**src/rtl/bpc_pkg.sv**
```systemverilog
// Shared types, codes and constants of the button press classifier.
package bpc_pkg;

    // Field widths of the transaction payloads
    localparam int OPCODE_W = 3;
    localparam int PIN_W    = 4;
    localparam int IDX_W    = 3;
    localparam int CLASS_W  = 2;
    localparam int THR_W    = 16;

    // Configuration port
    localparam int ADDR_W = 3;
    localparam int DATA_W = 32;

    // Defaults handed to the top-level parameters
    localparam int NUM_BUTTONS_DEF = 5;
    localparam int COUNT_BITS_DEF  = 16;

    // Threshold values after reset
    localparam logic [THR_W-1:0] LONG_THR_RST  = 16'd100;
    localparam logic [THR_W-1:0] SHORT_THR_RST = 16'd5;

    // Operation codes; the two remaining codes are ignored
    typedef enum logic [OPCODE_W-1:0] {
        OP_TICK      = 3'd0,
        OP_QUERY     = 3'd1,
        OP_CLEAR_ALL = 3'd2,
        OP_CLEAR_OTH = 3'd3,
        OP_ACT_EVENT = 3'd4,
        OP_ACT_READ  = 3'd5
    } t_opcode;

    // Query answers
    typedef enum logic [CLASS_W-1:0] {
        CLS_NONE  = 2'd0,
        CLS_SHORT = 2'd1,
        CLS_LONG  = 2'd2
    } t_press_class;

    // Register indexes, taken from the word address
    typedef enum logic [0:0] {
        REG_LONG_THR  = 1'b0,
        REG_SHORT_THR = 1'b1
    } t_reg_index;

    // One input transaction
    typedef struct packed {
        logic [OPCODE_W-1:0] opcode;
        logic [PIN_W-1:0]    pins;
        logic [IDX_W-1:0]    idx;
    } t_item;

    // One result transaction
    typedef struct packed {
        t_press_class press_class;
        logic         activity_flag;
    } t_result;

    // Only a query and a read of the activity flag give a result
    function automatic logic has_result(input logic [OPCODE_W-1:0] op);
        return (op == OP_QUERY) || (op == OP_ACT_READ);
    endfunction

endpackage

```
**src/rtl/bpc_cfg.sv**
```systemverilog
// Threshold registers behind the APB-style configuration port.
module bpc_cfg (
    input  logic                         i_clk,
    input  logic                         i_rst_n,
    input  logic                         psel,
    input  logic                         penable,
    input  logic                         pwrite,
    input  logic [bpc_pkg::ADDR_W-1:0]   paddr,
    input  logic [bpc_pkg::DATA_W-1:0]   pwdata,
    output logic [bpc_pkg::DATA_W-1:0]   prdata,
    output logic                         pready,
    output logic [bpc_pkg::THR_W-1:0]    o_long_thr,
    output logic [bpc_pkg::THR_W-1:0]    o_short_thr
);

    logic [bpc_pkg::THR_W-1:0] r_long_thr;
    logic [bpc_pkg::THR_W-1:0] r_short_thr;
    logic                      wr_en;
    bpc_pkg::t_reg_index       reg_sel;

    assign pready  = 1'b1;
    assign wr_en   = psel && penable && pwrite;
    assign reg_sel = bpc_pkg::t_reg_index'(paddr[2]);

    // Write on the access phase
    always_ff @(posedge i_clk) begin
        if (!i_rst_n) begin
            r_long_thr  <= bpc_pkg::LONG_THR_RST;
            r_short_thr <= bpc_pkg::SHORT_THR_RST;
        end else if (wr_en) begin
            case (reg_sel)
                bpc_pkg::REG_LONG_THR:  r_long_thr  <= pwdata[bpc_pkg::THR_W-1:0];
                bpc_pkg::REG_SHORT_THR: r_short_thr <= pwdata[bpc_pkg::THR_W-1:0];
                default: ;
            endcase
        end
    end

    // Read back the addressed threshold
    always_comb begin
        case (reg_sel)
            bpc_pkg::REG_LONG_THR:  prdata = bpc_pkg::DATA_W'(r_long_thr);
            bpc_pkg::REG_SHORT_THR: prdata = bpc_pkg::DATA_W'(r_short_thr);
            default:                prdata = '0;
        endcase
    end

    assign o_long_thr  = r_long_thr;
    assign o_short_thr = r_short_thr;

endmodule

```
**src/rtl/bpc_core.sv**
```systemverilog
// Per-button state, tick update and press classification for one transaction.
module bpc_core #(
    parameter int NUM_BUTTONS = bpc_pkg::NUM_BUTTONS_DEF,
    parameter int COUNT_BITS  = bpc_pkg::COUNT_BITS_DEF
) (
    input  logic                       i_clk,
    input  logic                       i_rst_n,
    input  logic                       i_fire,
    input  bpc_pkg::t_item             i_item,
    input  logic [bpc_pkg::THR_W-1:0]  i_long_thr,
    input  logic [bpc_pkg::THR_W-1:0]  i_short_thr,
    output bpc_pkg::t_result           o_result
);

    // Pin vector wide enough to index every button
    localparam int PX_W  = (NUM_BUTTONS > bpc_pkg::PIN_W + 1) ? NUM_BUTTONS
                                                              : bpc_pkg::PIN_W + 1;
    localparam int CMP_W = (COUNT_BITS > bpc_pkg::THR_W) ? COUNT_BITS : bpc_pkg::THR_W;

    logic [NUM_BUTTONS-1:0]                 r_flags;
    logic [NUM_BUTTONS-1:0]                 n_flags;
    logic [NUM_BUTTONS-1:0][COUNT_BITS-1:0] r_counts;
    logic [NUM_BUTTONS-1:0][COUNT_BITS-1:0] n_counts;
    logic                                   r_activity;
    logic                                   n_activity;
    logic [PX_W-1:0]                        pins_ext;
    logic [PX_W-1:0]                        pin_mask;
    logic [NUM_BUTTONS-1:0]                 gt_long;
    logic [NUM_BUTTONS-1:0]                 gt_short;
    logic [NUM_BUTTONS-1:0]                 sel;
    bpc_pkg::t_result                       result;

    // Button k sits on pin bit k-1; button 0 and those above the pins have none
    assign pins_ext = PX_W'({i_item.pins, 1'b0});
    assign pin_mask = PX_W'({{bpc_pkg::PIN_W{1'b1}}, 1'b0});

    // Compare every count against both thresholds, and decode the index
    always_comb begin
        for (int b = 0; b < NUM_BUTTONS; b++) begin
            gt_long[b]  = CMP_W'(r_counts[b]) > CMP_W'(i_long_thr);
            gt_short[b] = CMP_W'(r_counts[b]) > CMP_W'(i_short_thr);
            sel[b]      = int'(i_item.idx) == b;
        end
    end

    // Work out the next state and the result
    always_comb begin
        n_flags    = r_flags;
        n_counts   = r_counts;
        n_activity = r_activity;
        result     = '{press_class: bpc_pkg::CLS_NONE, activity_flag: 1'b0};
        case (i_item.opcode)
            bpc_pkg::OP_TICK: begin
                for (int b = 0; b < NUM_BUTTONS; b++) begin
                    if (pin_mask[b]) begin
                        if (pins_ext[b]) begin
                            if (!r_flags[b]) begin
                                n_flags[b]  = 1'b1;
                                n_counts[b] = COUNT_BITS'(1);
                            end else if (!(&r_counts[b])) begin
                                n_counts[b] = r_counts[b] + COUNT_BITS'(1);
                            end
                        end else begin
                            n_flags[b] = 1'b0;
                        end
                    end
                end
            end
            bpc_pkg::OP_QUERY: begin
                for (int b = 0; b < NUM_BUTTONS; b++) begin
                    if (sel[b]) begin
                        if (r_flags[b]) begin
                            if (gt_long[b]) result.press_class = bpc_pkg::CLS_LONG;
                        end else begin
                            if (gt_short[b]) result.press_class = bpc_pkg::CLS_SHORT;
                            n_counts[b] = '0;
                        end
                    end
                end
            end
            bpc_pkg::OP_CLEAR_ALL: begin
                n_flags    = '0;
                n_counts   = '0;
                n_activity = 1'b0;
            end
            bpc_pkg::OP_CLEAR_OTH: begin
                for (int b = 0; b < NUM_BUTTONS; b++) begin
                    if (!sel[b]) begin
                        n_flags[b]  = 1'b0;
                        n_counts[b] = '0;
                    end
                end
            end
            bpc_pkg::OP_ACT_EVENT: begin
                n_activity = 1'b1;
            end
            bpc_pkg::OP_ACT_READ: begin
                result.activity_flag = r_activity;
                n_activity           = 1'b0;
            end
            default: ;
        endcase
    end

    // Commit the state when the transaction executes
    always_ff @(posedge i_clk) begin
        if (!i_rst_n) begin
            r_flags    <= '0;
            r_counts   <= '0;
            r_activity <= 1'b0;
        end else if (i_fire) begin
            r_flags    <= n_flags;
            r_counts   <= n_counts;
            r_activity <= n_activity;
        end
    end

    assign o_result = result;

endmodule

```
**src/rtl/button_press_classifier.sv**
```systemverilog
// Top level of the button press classifier: input stage, core and result stage.
//
//  channel  direction  handshake                 payload
//  in       to block   i_in_valid / o_in_stall   i_opcode, i_pin_levels, i_button_index
//  out      from block o_out_valid / i_out_stall o_press_class, o_activity_flag
//  cfg      to block   psel, penable, pwrite     paddr, pwdata, prdata, pready
//
// One transaction a cycle while neither channel stalls: an accepted item is held in the input
// register, executes against the button state, and a query or activity read lands in the
// result register; the input register can take a new item in the cycle its item executes.
// Reset is synchronous, clears the state and both stage valids, and restores the reset thresholds.
// A stalled result only holds back items that give a result; ticks and clears keep flowing.
module button_press_classifier #(
    parameter int NUM_BUTTONS = bpc_pkg::NUM_BUTTONS_DEF,
    parameter int COUNT_BITS  = bpc_pkg::COUNT_BITS_DEF
) (
    input  logic                            i_clk,
    input  logic                            i_rst_n,
    // input channel
    input  logic                            i_in_valid,
    output logic                            o_in_stall,
    input  logic [bpc_pkg::OPCODE_W-1:0]    i_opcode,
    input  logic [bpc_pkg::PIN_W-1:0]       i_pin_levels,
    input  logic [bpc_pkg::IDX_W-1:0]       i_button_index,
    // result channel
    output logic                            o_out_valid,
    input  logic                            i_out_stall,
    output logic [bpc_pkg::CLASS_W-1:0]     o_press_class,
    output logic                            o_activity_flag,
    // configuration port
    input  logic                            psel,
    input  logic                            penable,
    input  logic                            pwrite,
    input  logic [bpc_pkg::ADDR_W-1:0]      paddr,
    input  logic [bpc_pkg::DATA_W-1:0]      pwdata,
    output logic [bpc_pkg::DATA_W-1:0]      prdata,
    output logic                            pready
);

    logic                      r_in_valid;
    bpc_pkg::t_item            r_in_item;
    logic                      r_out_valid;
    bpc_pkg::t_result          r_out_result;
    logic                      in_accept;
    logic                      out_free;
    logic                      gives_result;
    logic                      fire;
    logic [bpc_pkg::THR_W-1:0] long_thr;
    logic [bpc_pkg::THR_W-1:0] short_thr;
    bpc_pkg::t_result          core_result;

    // Threshold registers
    bpc_cfg u_cfg (
        .i_clk       (i_clk),
        .i_rst_n     (i_rst_n),
        .psel        (psel),
        .penable     (penable),
        .pwrite      (pwrite),
        .paddr       (paddr),
        .pwdata      (pwdata),
        .prdata      (prdata),
        .pready      (pready),
        .o_long_thr  (long_thr),
        .o_short_thr (short_thr)
    );

    // Execute when the result slot can take what the item gives
    assign out_free     = !r_out_valid || !i_out_stall;
    assign gives_result = bpc_pkg::has_result(r_in_item.opcode);
    assign fire         = r_in_valid && (!gives_result || out_free);
    assign o_in_stall   = r_in_valid && !fire;
    assign in_accept    = i_in_valid && !o_in_stall;

    // Input stage
    always_ff @(posedge i_clk) begin
        if (!i_rst_n) begin
            r_in_valid <= 1'b0;
        end else if (in_accept) begin
            r_in_valid <= 1'b1;
        end else if (fire) begin
            r_in_valid <= 1'b0;
        end
    end

    always_ff @(posedge i_clk) begin
        if (in_accept) begin
            r_in_item <= '{opcode: i_opcode, pins: i_pin_levels, idx: i_button_index};
        end
    end

    // Button state and classification
    bpc_core #(
        .NUM_BUTTONS (NUM_BUTTONS),
        .COUNT_BITS  (COUNT_BITS)
    ) u_core (
        .i_clk       (i_clk),
        .i_rst_n     (i_rst_n),
        .i_fire      (fire),
        .i_item      (r_in_item),
        .i_long_thr  (long_thr),
        .i_short_thr (short_thr),
        .o_result    (core_result)
    );

    // Result stage
    always_ff @(posedge i_clk) begin
        if (!i_rst_n) begin
            r_out_valid <= 1'b0;
        end else if (fire && gives_result) begin
            r_out_valid <= 1'b1;
        end else if (!i_out_stall) begin
            r_out_valid <= 1'b0;
        end
    end

    always_ff @(posedge i_clk) begin
        if (fire && gives_result) begin
            r_out_result <= core_result;
        end
    end

    assign o_out_valid     = r_out_valid;
    assign o_press_class   = r_out_result.press_class;
    assign o_activity_flag = r_out_result.activity_flag;

    // Only a waiting item may hold off new transactions
    a_stall_needs_item: assert property (@(posedge i_clk) disable iff (!i_rst_n)
        o_in_stall |-> r_in_valid)
        else $error("input stalled with an empty input stage");

    // A result answers a query or an activity read, never both
    a_single_answer: assert property (@(posedge i_clk) disable iff (!i_rst_n)
        o_out_valid |-> !(o_activity_flag && (o_press_class != bpc_pkg::CLS_NONE)))
        else $error("result carries both a press class and an activity flag");

    // An item without a result leaves the drained result stage empty
    a_no_stray_result: assert property (@(posedge i_clk) disable iff (!i_rst_n)
        (fire && !gives_result && out_free) |=> !o_out_valid)
        else $error("result appeared for an item that gives none");

    // An item that gives a result never executes over a stalled result
    a_no_overwrite: assert property (@(posedge i_clk) disable iff (!i_rst_n)
        (r_out_valid && i_out_stall && r_in_valid && gives_result) |-> !fire)
        else $error("stalled result overwritten");

endmodule

```
**config.mk**
```make
export PLATFORM = sky130hd
export DESIGN_NAME = button_press_classifier
export DESIGN_NICKNAME = d
export VERILOG_FILES = /design/src/rtl/bpc_pkg.sv /design/src/rtl/bpc_cfg.sv /design/src/rtl/bpc_core.sv /design/src/rtl/button_press_classifier.sv
export SDC_FILE = /design/constraint.sdc
export NUM_CORES = 1
export LEC_CHECK = 0
export BUFFER_PORTS_ARGS = -buffer_cell sky130_fd_sc_hd__buf_4
export CORE_AREA = 5 5 147 149
export DETAILED_ROUTE_END_ITERATION = 12
export DIE_AREA = 0 0 152 154
export GPL_TIMING_DRIVEN = 1
export PLACE_DENSITY_LB_ADDON = 0.08
export SETUP_SLACK_MARGIN = 0.4
export SYNTH_ARGS = -nofsm -noshare
export SYNTH_HDL_FRONTEND = slang
export SYNTH_HIERARCHICAL = 1
export SYNTH_SLANG_ARGS = --single-unit
```
**constraint.sdc**
```tcl
create_clock -name i_clk -period 5.05 [get_ports i_clk]
set_clock_uncertainty 0.2 [all_clocks]
set_input_delay 1.01 -clock i_clk [delete_from_list [all_inputs] [get_ports i_clk]]
set_output_delay 1.01 -clock i_clk [all_outputs]
set_load 0.01 [all_outputs]
```
Word level (Yosys, flattened, before mapping) --
Cells that the tools add are included. W data, S select, Z words.
Word-level totals: bits in registers 133, logic and storage cells 174, output and inout bits 38
Operators by class: muxes and demuxes 65, reductions and logical operators 40, order comparisons 10, add/sub/neg operators 4, bitwise gates (word level) 2, equal/unequal tests 33
Operators by type and width (number):
- $mux W16 | 27
- $pmux W80 S4 | 1
- $gt A16 B16 Y1 | 10
- $add A16 B1 Y16 const B | 4
- $pmux W32 S2 | 1
- $reduce_and A16 Y1 | 4
- $mux W2 | 20
- $ne A2 B2 Y1 const B | 14
- $reduce_and A7 Y1 | 4
- $eq A3 B3 Y1 const B | 5
- $pmux W5 S3 | 1
- $mux W1 | 14
- $ne A2 B1 Y1 const B | 6
- $ne A3 B3 Y1 const B | 4
- $reduce_and A3 Y1 | 4
- $eq A3 B2 Y1 const B | 3
- $logic_and A1 B1 Y1 | 6
- $logic_not A3 Y1 | 2
- $reduce_and A2 Y1 | 3
- $reduce_and A6 Y1 | 1
- $reduce_bool A2 Y1 | 3
- $reduce_bool A3 Y1 | 2
- $logic_not A1 Y1 | 5
- $reduce_and A4 Y1 | 1
- 6 further kinds | 9

Longest topological paths before layout --
depth in word-level cells 17, mapped depth 9, depth with buffers taken out 8

Modules after synthesis --
Netlist, hierarchy kept.
By module, submodules not included:
- bpc_core | times used 1, seq. area each 1381.3 µm², cells each 883, area each 6924.1 µm²
- bpc_cfg | times used 1, seq. area each 640.6 µm², cells each 163, area each 1600.3 µm²
- button_press_classifier | times used 1, seq. area each 430.4 µm², cells each 26, area each 504.2 µm²

Least setup slack after synthesis --
OpenSTA, ideal clock, no wires.
path kind input-to-output, start point input port paddr[2] in the netlist's numbering, end point output port prdata[10] in the netlist's numbering, arrival 1.710 ns, setup slack 2.130 ns, stages 3, cell sequence buf_6 > buf_2 > mux2_2
Between the ends: word-level cells in the longest chain between the ends 2
Ends and longest elaborated chain:
- from (decl) | line button_press_classifier.sv:34 | input logic [bpc_pkg::ADDR_W-1:0] paddr,
- $not A1 Y1 (no line)
- $pmux W32 S2 (*) | line bpc_cfg.sv:41 | case (reg_sel)
- to (decl) | line button_press_classifier.sv:36 | output logic [bpc_pkg::DATA_W-1:0] prdata,
Every way passes the cells marked *; elsewhere a longest branch is shown, timed or not. The select of a mux whose other input is x is not followed.

Worst setup path after layout --
start point register u_core/r_counts[65] in the netlist's numbering, end point register u_core/r_counts[78] in the netlist's numbering
Between the ends: word-level cells in the longest chain between the ends 5, elaborated cells between the ends (all ways) 8
Ends and longest elaborated chain:
- from (decl) | line bpc_core.sv:22 | logic [NUM_BUTTONS-1:0][COUNT_BITS-1:0] r_counts;
- from (signal assigned) | line bpc_core.sv:113 | r_counts <= n_counts;
- $add A16 B1 Y16 | line bpc_core.sv:61 | n_counts[b] = r_counts[b] + COUNT_BITS'(1);
- $mux W16 | line bpc_core.sv:60 | end else if (!(&r_counts[b])) begin
- $mux W16 | line bpc_core.sv:57 | if (!r_flags[b]) begin
- $mux W16 | line bpc_core.sv:56 | if (pins_ext[b]) begin
- $pmux W80 S4 | line bpc_core.sv:52 | case (i_item.opcode)
Several ways; a longest one is shown, not always the timed one. The select of a mux whose other input is x is not followed. A chain may end at the register's enable or synchronous reset.

==> impl_metrics.py <==
metrics = {
    "sta": {
        "worst_pin_slew_ns": 1.13,
        "finalSetupViolations": 0,
        "tns_ns": 0,
        "holdWs_ns": 0.273,
        "final_max_slew_viol_count": 0,
        "worst_slack_ns": 1.78,
        "fin_crit_ns": 3.27,
        "finalCritPeriodShare": 0.647,
        "fmax_ghz": 0.306,
        "max_slew_margin": 0.241,
        "grt_setup_unrepaired": "no",
        "finalHoldViolCount": 0,
    },
    "power": {
        "power_mw": 2.46,
        "power_leakage_nw": 4.16,
        "peakVddDrop_uv": 194,
        "p_per_area_mw_per_mm2": 242,
    },
    "worst_setup_path": {
        "crit_arrival_ns": 3.41,
        "r2r-end": "u_core/r_counts[78]",
        "r2r_cells": 7,
        "crit_slowest_cell": "nor4_1",
        "cp_slowest_stage_delay_ns": 0.70,
        "cp.depth": 7,
        "required_ns": 5.19,
        "path_cells": "ha_1 > nand3_1 > nor4_1 > a31oi_1 > nand2_1 > o21ai_0 > nor3_1",
        "crit_buf_inv": 0,
        "r2r_slack_ns": 1.78,
        "rr_startpoint": "u_core/r_counts[65]",
        "cp_max_fo": 14,
        "crit_family": "simple AND/OR/NAND/NOR gates",
        "crit_type": "register to register",
        "crit_path_end_kind": "register",
        "startpoint_type": "register",
    },
    "cts": {
        "htreeDepth": 4,
        "hold_buffers": 0,
        "cts_setup_buffers": 0,
        "path_clk_slew_ns": 0.06,
        "cts_made_buffers": 17,
        "cts_sinks": 116,
        "cts_tree": "done",
        "clk_latency_ns": 0.42,
        "root_buffer": "clkbuf_16",
        "clk_path_buf_depth": 2,
        "cts_resized": 0,
    },
    "layout": {
        "final_cell_mix": "ha_1 (132), nand2_1 (117), dfxtp_1 (103)",
        "area.sequential_mm2": 0.00245,
        "utilization": 0.508,
        "layout_commonest_cell": "ha_1",
        "multi_input_area_mm2": 0.00615,
        "finalInstanceArea_mm2": 0.0102,
        "fillerInstances": 1952,
        "nets": 1293,
        "drive_above_1_share": 0.110,
        "syn_to_final_growth_pct": 12.7,
        "antenna-diode-count": 0,
        "fin_cells": 1392,
    },
    "synth": {
        "synth-edff-count": 13,
        "syn_inst": 1072,
        "ys_async_sr_fraction": 0,
        "avgSynthCellArea_um2": 8.42,
        "ys.flop_type": "dfxtp_1",
        "synth_seq_area_share": 0.272,
        "yosys_warnings": 6,
        "ys_types": 70,
        "syn_area_mm2": 0.00903,
        "synth-seq-cells": 116,
    },
    "floorplanning": {
        "pin_count": 90,
        "fp.dieW_um": 152,
        "core_mm2": 0.0200,
        "die_h_um": 154,
        "rows": 52,
        "die_area_mm2": 0.0234,
        "initial_utilization": 0.451,
    },
    "flow_run": {
        "cap_violations": 0,
    },
    "global_routing": {
        "grt_pass1_wl_um": 42600,
        "grt_util_met2": 0.378,
        "grt_antenna_before_repair": 0,
        "grt_pass1_vias": 7628,
        "grt_use_total": 0.229,
        "top_usage_layer": "met2",
        "grt_max_degree": 90,
        "grt-ovfl-total": 0,
        "met3_usage": 0.0354,
        "use_met1": 0.305,
    },
    "detailed_routing": {
        "via_per_inst": 5.84,
        "drt-initial-drc-count": 567,
        "ant_nets": 0,
        "dr.pass1.iters": 5,
        "routed_wl_um": 27100,
        "wl_per_cell_um": 19.5,
        "via_count": 8129,
        "drc": 0,
    },
    "placed_design": {
        "place_congestion": 0.856,
        "place_ws_ns": 1.63,
        "post-place-cells": 1360,
        "numPortBuffers": 54,
        "dp_hpwl_um": 19500,
        "placed_cell_area_mm2": 0.00955,
    },
    "min_path": {
        "min_path_cells": 2,
        "hold_start": "u_cfg/o_long_thr[1]",
        "hp-class": "register to register",
        "min_to": "u_cfg/o_long_thr[1]",
    },
    "outcome": {
        "outcome": "finished, final reports clean",
    },
}
## how the worst max path moves through the flow
stage	endpoint	startpoint	slack [ns]
2_1_floorplan	prdata[10]	paddr[2]	2.13
3_3_place_gp	u_core/r_counts[18]	i_out_stall	1.59
3_5_place_dp	u_core/r_counts[18]	i_out_stall	1.63
4_1_cts	u_core/r_counts[45]	r_in_item[7]	1.83
5_1_grt	u_core/r_counts[78]	u_core/r_counts[65]	1.61
6_report	u_core/r_counts[78]	u_core/r_counts[65]	1.78
## power by group
part / internal, mW / switching [mW] / total (mW)
Sequential: 0.946 / 0.0169 / 0.962
Clock: 0.810 / 0.485 / 1.29
Combinational: 0.0786 / 0.123 / 0.202
Total: 1.83 / 0.625 / 2.46
## final cells by class
class	count	area share
clock buffers	19	0.0445
well taps	270	0.0332
clock inverters	13	0.0167
inverters	47	0.0173
multi-input cells	869	0.604
flip-flops and latches	116	0.241
repair buffers	58	0.0428
## registers in the layout (all words and copies together), names as in the netlist
signal / cells
u_core/r_flags: 4
u_core/r_activity: 1
r_in_valid: 1
o_out_valid: 1
o_activity_flag: 1
r_in_item: 10
o_press_class: 2
u_core/r_counts: 64
u_cfg/o_long_thr: 16
u_cfg/o_short_thr: 16
## cells in the mapped netlist, types with 7 or more instances
cell type	n	area [um2]
ha_1	132	1650
nand2_1	117	439
dfxtp_1	103	2060
a21oi_1	61	305
o21ai_0	58	290
nor2_1	53	199
inv_1	46	173
nand3_1	40	200
nand4_1	40	250
mux2i_1	32	320
a21boi_1	28	210
clkbuf_1	28	105
or3_1	24	150
a21boi_0	20	150
nor2b_1	20	125
a31oi_1	17	106
buf_4	17	128
mux2_2	16	180
nor3_1	15	75.1
o211ai_1	15	113
a211oi_1	13	97.6
edfxtp_1	13	390
o21a_1	12	90.1
and3_1	11	68.8
and4_1	9	78.8
a21o_1	8	60.1
nand3b_1	8	60.1
or3b_1	8	70.1
and2_1	7	43.8
or4_1	7	52.6
## routing by layer
layer / vias up / share of wire
met5: - / 0
li1: 4066 / -
met1: 3851 / 0.47
met4: 0 / 0.028
met3: 43 / 0.039
met2: 169 / 0.47
## worst register-to-register path: stages, from the launching register on
cell     delay, ns
dfxtp_1       0.48
ha_1          0.26
nand3_1       0.19
nor4_1        0.70
a31oi_1       0.34
nand2_1       0.51
o21ai_0       0.27
nor3_1        0.24
## cells by family (layout without fill, tap and decap cells)
kind of cell / after synthesis / after routing / share of synthesized area
buffers and inverters: 102 / 137 / 0.0535
AO/OA/AOI/OAI: 278 / 278 / 0.201
multiplexers: 48 / 48 / 0.0554
AND/OR/NAND/NOR: 392 / 392 / 0.233
other: 2 / 17 / 0.000832
adder cells (fa/ha/maj): 132 / 132 / 0.183
XOR/XNOR: 2 / 2 / 0.00194
flip-flops: 116 / 116 / 0.272
Power figures use the tool's default switching activity.
